==> src/rtl/core/pse_pkg.sv <==
// ----------------------------------------------------------------------------
// pse_pkg
// Shared types, constants and helpers of the printable string extractor:
// item structs, controller/datapath command and status, register indexes.
// ----------------------------------------------------------------------------
package pse_pkg;

  // default sizes
  localparam int DEF_MAX_MIN_LEN = 64;
  localparam int DEF_MAX_RUN     = 1022;
  localparam int DEF_OFFSET_BITS = 32;

  // configuration port
  localparam int CFG_ADDR_W = 3;
  localparam int CFG_DATA_W = 32;
  localparam logic REG_IDX_MIN_LEN       = 1'b0;
  localparam logic REG_IDX_PRINT_OFFSETS = 1'b1;
  localparam logic [6:0] MIN_LEN_RESET   = 7'd4;

  // character codes
  localparam logic [7:0] CH_SPACE = 8'h20;
  localparam logic [7:0] CH_DEL   = 8'h7F;
  localparam logic [7:0] CH_BS    = 8'h08;
  localparam logic [7:0] CH_TAB   = 8'h09;
  localparam logic [7:0] CH_FF    = 8'h0C;

  // input item
  typedef struct packed {
    logic [7:0] data_byte;
    logic       stream_end;
  } pse_in_t;

  // result item
  typedef struct packed {
    logic [7:0]  char_out;
    logic [31:0] string_offset;
    logic        end_of_string;
  } pse_out_t;

  // what an incoming item needs from the controller
  typedef enum logic [1:0] {
    KIND_NONE,
    KIND_DIRECT,
    KIND_REPLAY
  } pse_kind_t;

  typedef enum logic [1:0] {
    ST_IDLE,
    ST_RD_ISSUE,
    ST_RD_WAIT,
    ST_LAST
  } pse_state_t;

  typedef struct packed {
    pse_kind_t kind;
    logic      rd_last;
    logic      out_free;
  } pse_status_t;

  typedef struct packed {
    logic accept;
    logic load_direct;
    logic rd_clear;
    logic rd_issue;
    logic load_ram;
    logic load_held;
  } pse_cmd_t;

  function automatic logic is_printable(input logic [7:0] b);
    is_printable = (b >= CH_SPACE && b < CH_DEL) || b == CH_BS || b == CH_TAB ||
                   b == CH_FF;
  endfunction

endpackage

==> src/rtl/core/pse_ram.sv <==
// ----------------------------------------------------------------------------
// pse_ram
// Generic single-write, single-read RAM with registered read data.
// ----------------------------------------------------------------------------
module pse_ram #(
  parameter int WIDTH = 8,
  parameter int DEPTH = 64
) (
  input  logic                                      clk,
  input  logic                                      we,
  input  logic [(DEPTH > 1 ? $clog2(DEPTH) : 1)-1:0] waddr,
  input  logic [WIDTH-1:0]                          wdata,
  input  logic                                      re,
  input  logic [(DEPTH > 1 ? $clog2(DEPTH) : 1)-1:0] raddr,
  output logic [WIDTH-1:0]                          rdata
);

  logic [WIDTH-1:0] mem [DEPTH];

  // write port
  always_ff @(posedge clk) begin
    if (we) begin
      mem[waddr] <= wdata;
    end
  end

  // registered read, holds while re is low
  always_ff @(posedge clk) begin
    if (re) begin
      rdata <= mem[raddr];
    end
  end

endmodule

==> src/rtl/core/pse_datapath.sv <==
// ----------------------------------------------------------------------------
// pse_datapath
// Run tracking, position counters, prefix buffer RAM and the output
// register of the printable string extractor.
// ----------------------------------------------------------------------------
module pse_datapath #(
  parameter int MAX_MIN_LEN = 64,
  parameter int MAX_RUN     = 1022,
  parameter int OFFSET_BITS = 32
) (
  input  logic                 clk,
  input  logic                 rst,
  input  logic [6:0]           min_len,
  input  logic                 print_offsets,
  input  pse_pkg::pse_in_t     byte_item,
  input  pse_pkg::pse_cmd_t    cmd,
  output pse_pkg::pse_status_t status,
  output logic                 str_valid,
  input  logic                 str_ready,
  output pse_pkg::pse_out_t    str_item
);
  import pse_pkg::*;

  localparam int AW  = (MAX_MIN_LEN > 1) ? $clog2(MAX_MIN_LEN) : 1;
  localparam int MLW = $clog2(MAX_MIN_LEN + 1);
  localparam int RLW = $clog2(MAX_RUN + 1);
  localparam int OW  = OFFSET_BITS;

  logic [RLW-1:0] run_length;
  logic [OW-1:0]  byte_position;
  logic [OW-1:0]  run_start;
  logic [7:0]     held_byte;
  logic [AW-1:0]  rd_idx;

  logic [MLW-1:0] min_eff;
  logic [MLW-1:0] last_idx;
  logic [RLW-1:0] m_ext;
  logic [RLW-1:0] rl_inc;
  logic           is_close;
  logic           at_max;
  logic           ram_we;
  logic [7:0]     ram_rdata;
  logic [OW-1:0]  start_eff;
  logic [OW+31:0] ext_direct;
  logic [OW+31:0] ext_run;
  logic [31:0]    off_direct;
  logic [31:0]    off_run;

  // effective minimum length, clamped to 1..MAX_MIN_LEN
  always_comb begin
    if (min_len == 7'd0) begin
      min_eff = MLW'(1);
    end else if (min_len > 7'(MAX_MIN_LEN)) begin
      min_eff = MLW'(MAX_MIN_LEN);
    end else begin
      min_eff = MLW'(min_len);
    end
  end

  assign m_ext    = RLW'(min_eff);
  assign last_idx = min_eff - MLW'(2);
  assign rl_inc   = run_length + 1'b1;
  assign at_max   = run_length >= RLW'(MAX_RUN);
  assign is_close = byte_item.stream_end || !is_printable(byte_item.data_byte);

  // classify the waiting item, replay and output status
  always_comb begin
    if (is_close) begin
      status.kind = (run_length != '0 && run_length >= m_ext) ? KIND_DIRECT : KIND_NONE;
    end else if (at_max || rl_inc < m_ext) begin
      status.kind = KIND_NONE;
    end else if (rl_inc == m_ext && min_eff != MLW'(1)) begin
      status.kind = KIND_REPLAY;
    end else begin
      status.kind = KIND_DIRECT;
    end
    status.rd_last  = rd_idx == AW'(last_idx);
    status.out_free = !str_valid || str_ready;
  end

  // run state and stream position
  always_ff @(posedge clk) begin
    if (rst) begin
      run_length    <= '0;
      byte_position <= '0;
      run_start     <= '0;
    end else if (cmd.accept) begin
      if (is_close) begin
        run_length    <= '0;
        byte_position <= byte_item.stream_end ? '0 : byte_position + 1'b1;
      end else begin
        if (run_length == '0) begin
          run_start <= byte_position;
        end
        byte_position <= byte_position + 1'b1;
        if (!at_max) begin
          run_length <= rl_inc;
        end
      end
    end
  end

  // held byte and replay read index
  always_ff @(posedge clk) begin
    if (cmd.accept) begin
      held_byte <= byte_item.data_byte;
    end
    if (cmd.rd_clear) begin
      rd_idx <= '0;
    end else if (cmd.load_ram) begin
      rd_idx <= rd_idx + 1'b1;
    end
  end

  // prefix buffer: bytes of a run still shorter than min_len
  assign ram_we = cmd.accept && !is_close && !at_max && (rl_inc < m_ext);

  pse_ram #(
    .WIDTH(8),
    .DEPTH(MAX_MIN_LEN)
  ) u_prefix_ram (
    .clk  (clk),
    .we   (ram_we),
    .waddr(run_length[AW-1:0]),
    .wdata(byte_item.data_byte),
    .re   (cmd.rd_issue),
    .raddr(rd_idx),
    .rdata(ram_rdata)
  );

  // reported offsets; a run opening on this item starts here
  assign start_eff  = (!is_close && run_length == '0) ? byte_position : run_start;
  assign ext_direct = {32'b0, start_eff};
  assign ext_run    = {32'b0, run_start};
  assign off_direct = print_offsets ? ext_direct[31:0] : 32'd0;
  assign off_run    = print_offsets ? ext_run[31:0] : 32'd0;

  // output register valid
  always_ff @(posedge clk) begin
    if (rst) begin
      str_valid <= 1'b0;
    end else if (cmd.load_direct || cmd.load_ram || cmd.load_held) begin
      str_valid <= 1'b1;
    end else if (str_ready) begin
      str_valid <= 1'b0;
    end
  end

  // output register payload
  always_ff @(posedge clk) begin
    if (cmd.load_direct) begin
      str_item.char_out      <= is_close ? 8'd0 : byte_item.data_byte;
      str_item.string_offset <= off_direct;
      str_item.end_of_string <= is_close;
    end else if (cmd.load_ram) begin
      str_item.char_out      <= ram_rdata;
      str_item.string_offset <= off_run;
      str_item.end_of_string <= 1'b0;
    end else if (cmd.load_held) begin
      str_item.char_out      <= held_byte;
      str_item.string_offset <= off_run;
      str_item.end_of_string <= 1'b0;
    end
  end

endmodule

==> src/rtl/core/pse_ctrl.sv <==
// ----------------------------------------------------------------------------
// pse_ctrl
// Controller of the printable string extractor: takes items, and steps
// the prefix replay through the buffer RAM into the output register.
// ----------------------------------------------------------------------------
module pse_ctrl (
  input  logic                 clk,
  input  logic                 rst,
  input  logic                 byte_valid,
  output logic                 byte_ready,
  input  pse_pkg::pse_status_t status,
  output pse_pkg::pse_cmd_t    cmd
);
  import pse_pkg::*;

  pse_state_t state;
  pse_state_t state_next;

  // state register
  always_ff @(posedge clk) begin
    if (rst) begin
      state <= ST_IDLE;
    end else begin
      state <= state_next;
    end
  end

  // next state and commands
  always_comb begin
    state_next = state;
    cmd        = '0;
    byte_ready = 1'b0;
    unique case (state)
      ST_IDLE: begin
        byte_ready = status.out_free;
        if (byte_valid && status.out_free) begin
          cmd.accept = 1'b1;
          unique case (status.kind)
            KIND_DIRECT: cmd.load_direct = 1'b1;
            KIND_REPLAY: begin
              cmd.rd_clear = 1'b1;
              state_next   = ST_RD_ISSUE;
            end
            KIND_NONE: ;
            default: ;
          endcase
        end
      end
      ST_RD_ISSUE: begin
        cmd.rd_issue = 1'b1;
        state_next   = ST_RD_WAIT;
      end
      ST_RD_WAIT: begin
        if (status.out_free) begin
          cmd.load_ram = 1'b1;
          state_next   = status.rd_last ? ST_LAST : ST_RD_ISSUE;
        end
      end
      ST_LAST: begin
        if (status.out_free) begin
          cmd.load_held = 1'b1;
          state_next    = ST_IDLE;
        end
      end
      default: state_next = ST_IDLE;
    endcase
  end

endmodule

==> src/rtl/core/printable_string_extractor_unit.sv <==
// ----------------------------------------------------------------------------
// printable_string_extractor_unit
// Finds runs of printable bytes in a byte stream and reports those of at
// least min_len bytes, character by character, then an end-of-string item.
//
//   channel   direction  handshake                  payload
//   byte      in         byte_valid / byte_ready    byte_item (pse_in_t)
//   str       out        str_valid / str_ready      str_item (pse_out_t)
//   config    in         psel/penable/pwrite/pready paddr, pwdata, prdata
//
// A byte that yields no item or a single item is taken directly, with no replay.
// The byte that brings a run to min_len starts a replay: each buffered byte
// is read from the prefix RAM and then loaded into the output register.
// Reset (rst, synchronous) clears run state, position counters and the output
// valid flag; the prefix RAM and the output payload are not cleared.
// byte_ready is low while the output register holds an untaken item or
// a replay is in progress.
// ----------------------------------------------------------------------------
module printable_string_extractor_unit #(
  parameter int MAX_MIN_LEN = pse_pkg::DEF_MAX_MIN_LEN,
  parameter int MAX_RUN     = pse_pkg::DEF_MAX_RUN,
  parameter int OFFSET_BITS = pse_pkg::DEF_OFFSET_BITS
) (
  input  logic                            clk,
  input  logic                            rst,
  input  logic                            byte_valid,
  output logic                            byte_ready,
  input  pse_pkg::pse_in_t                byte_item,
  output logic                            str_valid,
  input  logic                            str_ready,
  output pse_pkg::pse_out_t               str_item,
  input  logic                            psel,
  input  logic                            penable,
  input  logic                            pwrite,
  input  logic [pse_pkg::CFG_ADDR_W-1:0] paddr,
  input  logic [pse_pkg::CFG_DATA_W-1:0] pwdata,
  output logic [pse_pkg::CFG_DATA_W-1:0] prdata,
  output logic                            pready
);
  import pse_pkg::*;

  logic [6:0]  min_len;
  logic        print_offsets;
  logic        cfg_write;
  pse_status_t status;
  pse_cmd_t    cmd;

  assign pready    = 1'b1;
  assign cfg_write = psel && penable && pwrite && pready;

  // configuration registers
  always_ff @(posedge clk) begin
    if (rst) begin
      min_len       <= MIN_LEN_RESET;
      print_offsets <= 1'b0;
    end else if (cfg_write) begin
      unique case (paddr[2])
        REG_IDX_MIN_LEN:       min_len       <= pwdata[6:0];
        REG_IDX_PRINT_OFFSETS: print_offsets <= pwdata[0];
        default: ;
      endcase
    end
  end

  // register readback
  always_comb begin
    unique case (paddr[2])
      REG_IDX_MIN_LEN:       prdata = {25'd0, min_len};
      REG_IDX_PRINT_OFFSETS: prdata = {31'd0, print_offsets};
      default:               prdata = '0;
    endcase
  end

  pse_ctrl u_ctrl (
    .clk       (clk),
    .rst       (rst),
    .byte_valid(byte_valid),
    .byte_ready(byte_ready),
    .status    (status),
    .cmd       (cmd)
  );

  pse_datapath #(
    .MAX_MIN_LEN(MAX_MIN_LEN),
    .MAX_RUN    (MAX_RUN),
    .OFFSET_BITS(OFFSET_BITS)
  ) u_datapath (
    .clk          (clk),
    .rst          (rst),
    .min_len      (min_len),
    .print_offsets(print_offsets),
    .byte_item    (byte_item),
    .cmd          (cmd),
    .status       (status),
    .str_valid    (str_valid),
    .str_ready    (str_ready),
    .str_item     (str_item)
  );

endmodule

==> config.mk <==
export PLATFORM = sky130hd
export DESIGN_NAME = printable_string_extractor_unit
export DESIGN_NICKNAME = d
export VERILOG_FILES = /design/src/rtl/core/pse_pkg.sv /design/src/rtl/core/pse_ram.sv /design/src/rtl/core/pse_datapath.sv /design/src/rtl/core/pse_ctrl.sv /design/src/rtl/core/printable_string_extractor_unit.sv
export SDC_FILE = /design/constraint.sdc
export NUM_CORES = 1
export LEC_CHECK = 0
export ABC_AREA = 1
export BUFFER_PORTS_ARGS = -buffer_cell sky130_fd_sc_hd__buf_2
export CAP_MARGIN = 20
export CORE_MARGIN = 1
export CORE_UTILIZATION = 60
export CTS_BUF_LIST = sky130_fd_sc_hd__clkbuf_4
export CTS_CLUSTER_SIZE = 16
export DETAILED_ROUTE_END_ITERATION = 6
export HOLD_SLACK_MARGIN = 0.06
export PLACE_DENSITY = 0.81
export SYNTH_ARGS = -nofsm -noshare
export SYNTH_HDL_FRONTEND = slang
export SYNTH_HIERARCHICAL = 1
export SYNTH_SLANG_ARGS = --single-unit
==> constraint.sdc <==
create_clock -name clk -period 5.1 [get_ports clk]
set_input_delay 1.53 -clock clk [delete_from_list [all_inputs] [get_ports clk]]
set_output_delay 1.53 -clock clk [all_outputs]
set_load 0.01 [all_outputs]
Word level (Yosys, flattened, before mapping)

Memory sizes are Yosys's and may differ from the RTL's. A register that Yosys moved wholly into a read port is not among the register bits.
Cells that the tools add are included.

Mux-type cells: 37
Reduce and logical (&&, ||, !) cells: 33
Add/sub/neg operators: 4
Eq/ne operators: 16
Magnitude comparators: 6
Bitwise operators: 2

Operator list:

| operator                | count |
|---|---|
| $mux W32                | 5 |
| $mux W41                | 3 |
| $pmux W32 S2            | 1 |
| $add A32 B1 Y32 const B | 1 |
| $eq A8 B4 Y1 const B    | 3 |
| $mux W10                | 2 |
| $mux W2                 | 8 |
| $mux W7                 | 2 |
| $mux W1                 | 12 |
| $add A10 B1 Y10 const B | 1 |
| $eq A10 B7 Y1           | 1 |
| $ge A10 B10 Y1 const B  | 1 |
| $ge A10 B7 Y1           | 1 |
| $logic_and A1 B1 Y1     | 10 |
| $logic_not A10 Y1       | 1 |
| $lt A10 B7 Y1           | 1 |
| $reduce_bool A10 Y1     | 1 |
| $ge A8 B6 Y1 const B    | 1 |
| $logic_or A1 B1 Y1      | 8 |
| $lt A8 B7 Y1 const B    | 1 |
| $mux W8                 | 1 |
| $ne A2 B1 Y1 const B    | 4 |
| $pmux W2 S4             | 1 |
| $gt A7 B7 Y1 const B    | 1 |
| 17 further kinds        | 27 |

Logic and storage cells: 111
Register bits after elaboration: 140
Output and inout port bits: 76
Input port bits: 51
Memories: 1
RAM bits: 512

Memory list:

| memory                      | words | width | rd ports | clocked after memory_dff | write ports | RTL line      | text |
|---|---|---|---|---|---|---|---|
| u_datapath.u_prefix_ram.mem | 64    | 8     | 1        | 1                        | 1           | pse_ram.sv:18 | `logic [WIDTH-1:0] mem [DEPTH];` |

Logic depth before layout (Yosys ltp)

Depth after elaboration: 17
Mapped depth: 20
Mapped depth without buffers: 19

Hierarchy

Netlist, hierarchy kept.

Modules (own cells, without submodules):

| module                          | sequential area each (µm²) | area an instance (µm²) | times used | cells each |
|---|---|---|---|---|
| pse_ram                         | 15615.0                    | 21419.3                | 1          | 1805 |
| pse_datapath                    | 3093.0                     | 7216.9                 | 1          | 1001 |
| printable_string_extractor_unit | 160.2                      | 633.1                  | 1          | 96 |
| pse_ctrl                        | 40.0                       | 176.4                  | 1          | 26 |

Least setup slack after synthesis

No wires, ideal clock.

Path kind: input port to flip-flop
From: in str_ready
To: mem u_datapath.u_prefix_ram.mem[48][0], enable pin
Setup slack: 0.409 ns
Data arrival time: 4.296 ns
Library setup time: 0.395 ns
Stages on the path: 11
Data required time: 4.705 ns
Buffers on the path: 2
Cells stage by stage: inv_1 > nand2_1 > nand3_1 > inv_1 > inv_1 > nor3_1 > clkbuf_1 > and3_1 > clkbuf_1 > nand4_1 > nor4_1

RTL lines:

| what        | RTL line                              | text |
|---|---|---|
| from (decl) | printable_string_extractor_unit.sv:30 | `input logic str_ready,` |
| to (decl)   | pse_ram.sv:18                         |  |

Worst setup path after layout

From: reg u_datapath.run_length[1]
To: mem u_datapath.u_prefix_ram.mem[7][5], enable pin

Cells in the longest elaborated chain, start to end: 6
Elaborated cells between the ends (all ways): 8
Classes of those cells: add/sub: 1; order compare: 2; mux: 2; reduce/logical: 3

Ends and longest elaborated chain:

| what                                                    | RTL line            | text |
|---|---|---|
| from (decl)                                             | pse_datapath.sv:29  | `logic [RLW-1:0] run_length;` |
| from (signal assigned)                                  | pse_datapath.sv:97  | `run_length <= rl_inc;` |
| branches (longest 3 deep; another with $add A10 B1 Y10) | -                   |  |
| $logic_and A1 B1 Y1 (*)                                 | pse_datapath.sv:116 | `assign ram_we = cmd.accept && !is_close && !at_max && (rl_inc < m_ext);` |
| named net u_datapath.ram_we                             | pse_datapath.sv:41  | `logic ram_we;` |
| $mux W1 (*)                                             | pse_ram.sv:22       | `if (we) begin` |
| $mux W1 (not written as such) (*)                       | pse_ram.sv:23       | `mem[waddr] <= wdata;` |

Mark *: on every way through the listed nets, which the timed path passes.

==> results.md <==
- Share of the core filled with cells: 66.4%
- Status: complete, but fails checks
- Post-Route WL: 70200 µm
- Worst-case clock buffer depth: 3
- Synth Area in XOR/XNOR: 0.374%
- Worst Path Arrival: 4.84 ns
- Failing checks: design-rule violations
- Core Area: 48000 µm²
- FF+latch count, synth: 660
- Fin. max-slew vios: 0
- Worst Skew: 0.0616 ns
- RD Place Congestion: 0.893
- Cell count after synthesis: 2928
- Setup violators final: 0
- CP required: 5.71 ns
- Maximum vdd drop: 0.324 mV
- Post-synth EDFFs: 569
- FP Rows: 80
- Startpoint types: flip-flop
- Mapped Area: 29400 µm²
- I/O Pins: 127
- Vias post-DR: 22200
- Worst-Margin Slew: 1.07 ns
- Final worst-path cycle share: 82.9%
- Post-synthesis mux area share: 0%
- RSZ-0062 raised after global routing: false
- Post-route DRC: 2
- Clk slew on worst S/H paths: 0.06 ns
- Total setup buffers inserted after CTS: 0
- Vias in the first global route: 21400
- Total of max-cap violations: 0
- Hold buffers post-CTS: 0
- Via/cell ratio: 5.84
- Fmax: 237 MHz
- DRT antenna net count: 0
- DIE WIDTH: 224 µm
- Simple-Gate Fraction of Synth Area: 25.0%
- CP max-delay cell: dfxtp_1
- Buf+Inv Stages, Crit Path: 2
- DP Worst Slack: 0.508 ns
- Cell family with the largest share of critical-path delay: simple AND/OR/NAND/NOR gates
- CTS-repair resized insts: 0
- Cell mode on critical path: nor2_1
- CTS root buf: clkbuf_4
- CTS tree: done
- Crit path to: u_datapath/u_prefix_ram/mem[7][5]$_DFFE_PP_
- Clk Latency, worst-skew pair: 0.99 ns
- Clk sink count: 660
- Reg2Reg Capture Point: u_datapath/u_prefix_ram/mem[7][5]$_DFFE_PP_
- Overall Power: 11.2 mW
- Largest family of logic cells by synthesized area: simple AND/OR/NAND/NOR gates
- Share of cells above drive strength 1: 12.9%
- Power density over cell area: 350 nW/µm²
- Fin nets: 3132
- IO buf count: 73
- Synthesized area per cell: 10.1 µm²
- Area growth, synth to finish: 8.31%
- Hold/Removal Path Class: reg -> reg
- Post-synth cell types: 50
- YS warnings: 6
- Die ar.: 50000 µm²
- Sequential area share after synthesis: 64.2%
- Drt first pass iters: 7
- Setup_tns: 0 ns
- H-tree Lvls: 4
- Global-route wire length before repair: 109000 µm
- Asr flop ratio synth: 0%
- GRT overflow: 0
- Drt first-iter violations: 2758
- Critical Path, Cell by Cell: ha_1 > inv_1 > nor2_1 > xor2_1 > ha_1 > nand2_1 > o21ai_0 > nor2_1 > nor3_1 > nor2_1 > and3_1 > nand4_1 > buf_4 > nor2_1
- Total track usage: 28.5%
- RR Startpoint: u_datapath/run_length[1]$_SDFFE_PP0P_
- Met3 WL: 7200 µm
- Uppermost layer routed: met4
- Setup crit start: u_datapath/run_length[1]$_SDFFE_PP0P_
- Fillcell total: 3507
- Rel. slew slack: 28.7%
- Worst-path fanout max: 16
- Leakage power: 12.3 nW
- Met2 wire length: 33600 µm
- Setup crit end kind: flip-flop
- Detailed Place HPWL: 41800 µm
- M1 wire length: 26600 µm
- Post-route minimum period: 4.23 ns
- Complex-gate fraction of the synthesized area: 3.14%
- Antenna violations before repair: 2
- WP depth: 14
- Hold Fails Final Rpt: 0
- Crit path kind: reg -> reg
- Synth Flop Type: edfxtp_1
- Final worst slack: 0.873 ns
- FF-to-FF path depth: 14
- Slowest stage delay, CP: 0.74 ns
- Cts bufs inserted: 162
- R2R setup slack: 0.87 ns
- Chip Height: 224 µm
- Synth Area in Adders: 0.892%
- Largest net degree at the start of global routing: 142
- Initial cell density of the core: 61.3%
- DR WL/cell: 18.5 µm
==> how the worst min path moves through the flow <==
stage / start / cells after the start / end / slack (ns)
detailed placement: u_datapath/byte_position[30]$_SDFFE_PP0P_ / 2 / u_datapath/byte_position[30]$_SDFFE_PP0P_ / 0.49
floorplan: u_datapath/byte_position[17]$_SDFFE_PP0P_ / 1 / u_datapath/byte_position[17]$_SDFFE_PP0P_ / 0.46
global placement: u_datapath/byte_position[31]$_SDFFE_PP0P_ / 2 / u_datapath/byte_position[31]$_SDFFE_PP0P_ / 0.48
finish: u_datapath/byte_position[30]$_SDFFE_PP0P_ / 2 / u_datapath/byte_position[30]$_SDFFE_PP0P_ / 0.51
CTS: u_datapath/byte_position[30]$_SDFFE_PP0P_ / 2 / u_datapath/byte_position[30]$_SDFFE_PP0P_ / 0.50
global route: u_datapath/byte_position[31]$_SDFFE_PP0P_ / 2 / u_datapath/byte_position[31]$_SDFFE_PP0P_ / 0.52
==> power by group <==
part | leakage [nW] | switching (mW) | internal (mW)
Combinational | 5.23 | 0.740 | 0.272
Clock | 1.18 | 2.07 | 2.16
Sequential | 5.92 | 0.0448 | 5.88
==> per-stage QoR <==
step / std cells / hold slack (ns) / instance area [µm²]
after global placement: 3509 / 0.478 / 29900
after floorplan: 2952 / 0.465 / 29500
after CTS: 3788 / 0.504 / 31800
final: 3794 / 0.507 / 31900
after global routing: 3794 / 0.523 / 31900
after detailed placement: 3509 / 0.494 / 29900
==> cell type report <==
cell class | instances | area (µm²) | share of cell area [%]
antenna | 4 | 10.0 | 0.0314
clock buffer | 228 | 1710 | 5.37
timing repair buffer | 120 | 763 | 2.39
inverter | 181 | 686 | 2.15
clock inverter | 51 | 282 | 0.883
tap | 615 | 769 | 2.41
sequential | 660 | 18900 | 59.3
multi-input combinational | 1935 | 8750 | 27.4
==> cells in the final DEF (no fill, tap or decap), types with 6 or more instances in the layout <==
master / count
a21oi_1: 70
buf_2: 73
buf_4: 44
clkbuf_4: 228
clkinv_1: 36
clkinv_2: 6
conb_1: 26
dfxtp_1: 88
edfxtp_1: 569
ha_1: 21
inv_1: 172
inv_2: 8
nand2_1: 899
nand3_1: 490
nand4_1: 23
nor2_1: 209
nor2_2: 8
nor3_1: 32
nor4_1: 9
o21ai_0: 50
o21ai_1: 37
xor2_1: 9
==> flip-flops by register name, indices dropped and copies added (netlist names) <==
register                       count
u_datapath/run_length             10
u_datapath/run_start              32
u_datapath/u_prefix_ram/mem      512
u_datapath/str_item               41
u_ctrl/state                       2
u_datapath/u_prefix_ram/rdata      8
min_len                            7
u_datapath/str_valid               1
u_datapath/rd_idx                  6
u_datapath/byte_position          32
u_datapath/held_byte               8
print_offsets                      1
==> synthesized netlist by cell type, types with 3 or more instances <==
| master | count | area, µm² |
|---|---|---|
| nand2_1 | 899 | 3370 |
| edfxtp_1 | 569 | 17100 |
| nand3_1 | 490 | 2450 |
| nor2_1 | 209 | 785 |
| inv_1 | 173 | 649 |
| dfxtp_1 | 91 | 1820 |
| a21oi_1 | 70 | 350 |
| o21ai_0 | 50 | 250 |
| buf_2 | 48 | 240 |
| buf_4 | 40 | 300 |
| buf_6 | 40 | 450 |
| o21ai_1 | 37 | 185 |
| clkbuf_1 | 34 | 128 |
| nor3_1 | 32 | 160 |
| nand4_1 | 23 | 144 |
| ha_1 | 21 | 263 |
| buf_1 | 10 | 37.5 |
| nor4_1 | 9 | 56.3 |
| xor2_1 | 9 | 78.8 |
| nor2_2 | 8 | 50.1 |
| inv_2 | 6 | 22.5 |
| nor2_4 | 5 | 56.3 |
| nor3_2 | 5 | 50.1 |
| nand2_2 | 4 | 25.0 |
| a211oi_1 | 3 | 22.5 |
| nand3_2 | 3 | 30.0 |
| nand3_4 | 3 | 52.6 |
| nor3_4 | 3 | 48.8 |
| nor3b_1 | 3 | 22.5 |
| o32ai_1 | 3 | 26.3 |
==> per-layer routing <==
layer,up-vias,global-route usage [%]
met3,215,6.19
met5,-,0
li1,10300,-
met2,1252,45.8
met1,10400,36.1
met4,0,16.2
==> cells by family (layout without fill, tap and decap cells) <==
kind of cell / after synthesis / count (layout)
AND/OR/NAND/NOR: 1702 / 1702
flip-flops: 660 / 660
buffers and inverters: 357 / 580
AO/OA/AOI/OAI: 175 / 175
adder cells (fa/ha/maj): 21 / 21
XOR/XNOR: 11 / 11
other: 2 / 30
==> worst register-to-register path, stage by stage (launching register included) <==
cell	delay, ns
dfxtp_1	0.74
ha_1	0.31
inv_1	0.07
nor2_1	0.21
xor2_1	0.26
ha_1	0.28
nand2_1	0.10
o21ai_0	0.09
nor2_1	0.09
nor3_1	0.05
nor2_1	0.13
and3_1	0.42
nand4_1	0.20
buf_4	0.27
nor2_1	0.63
(Power assumes the default switching activity.)
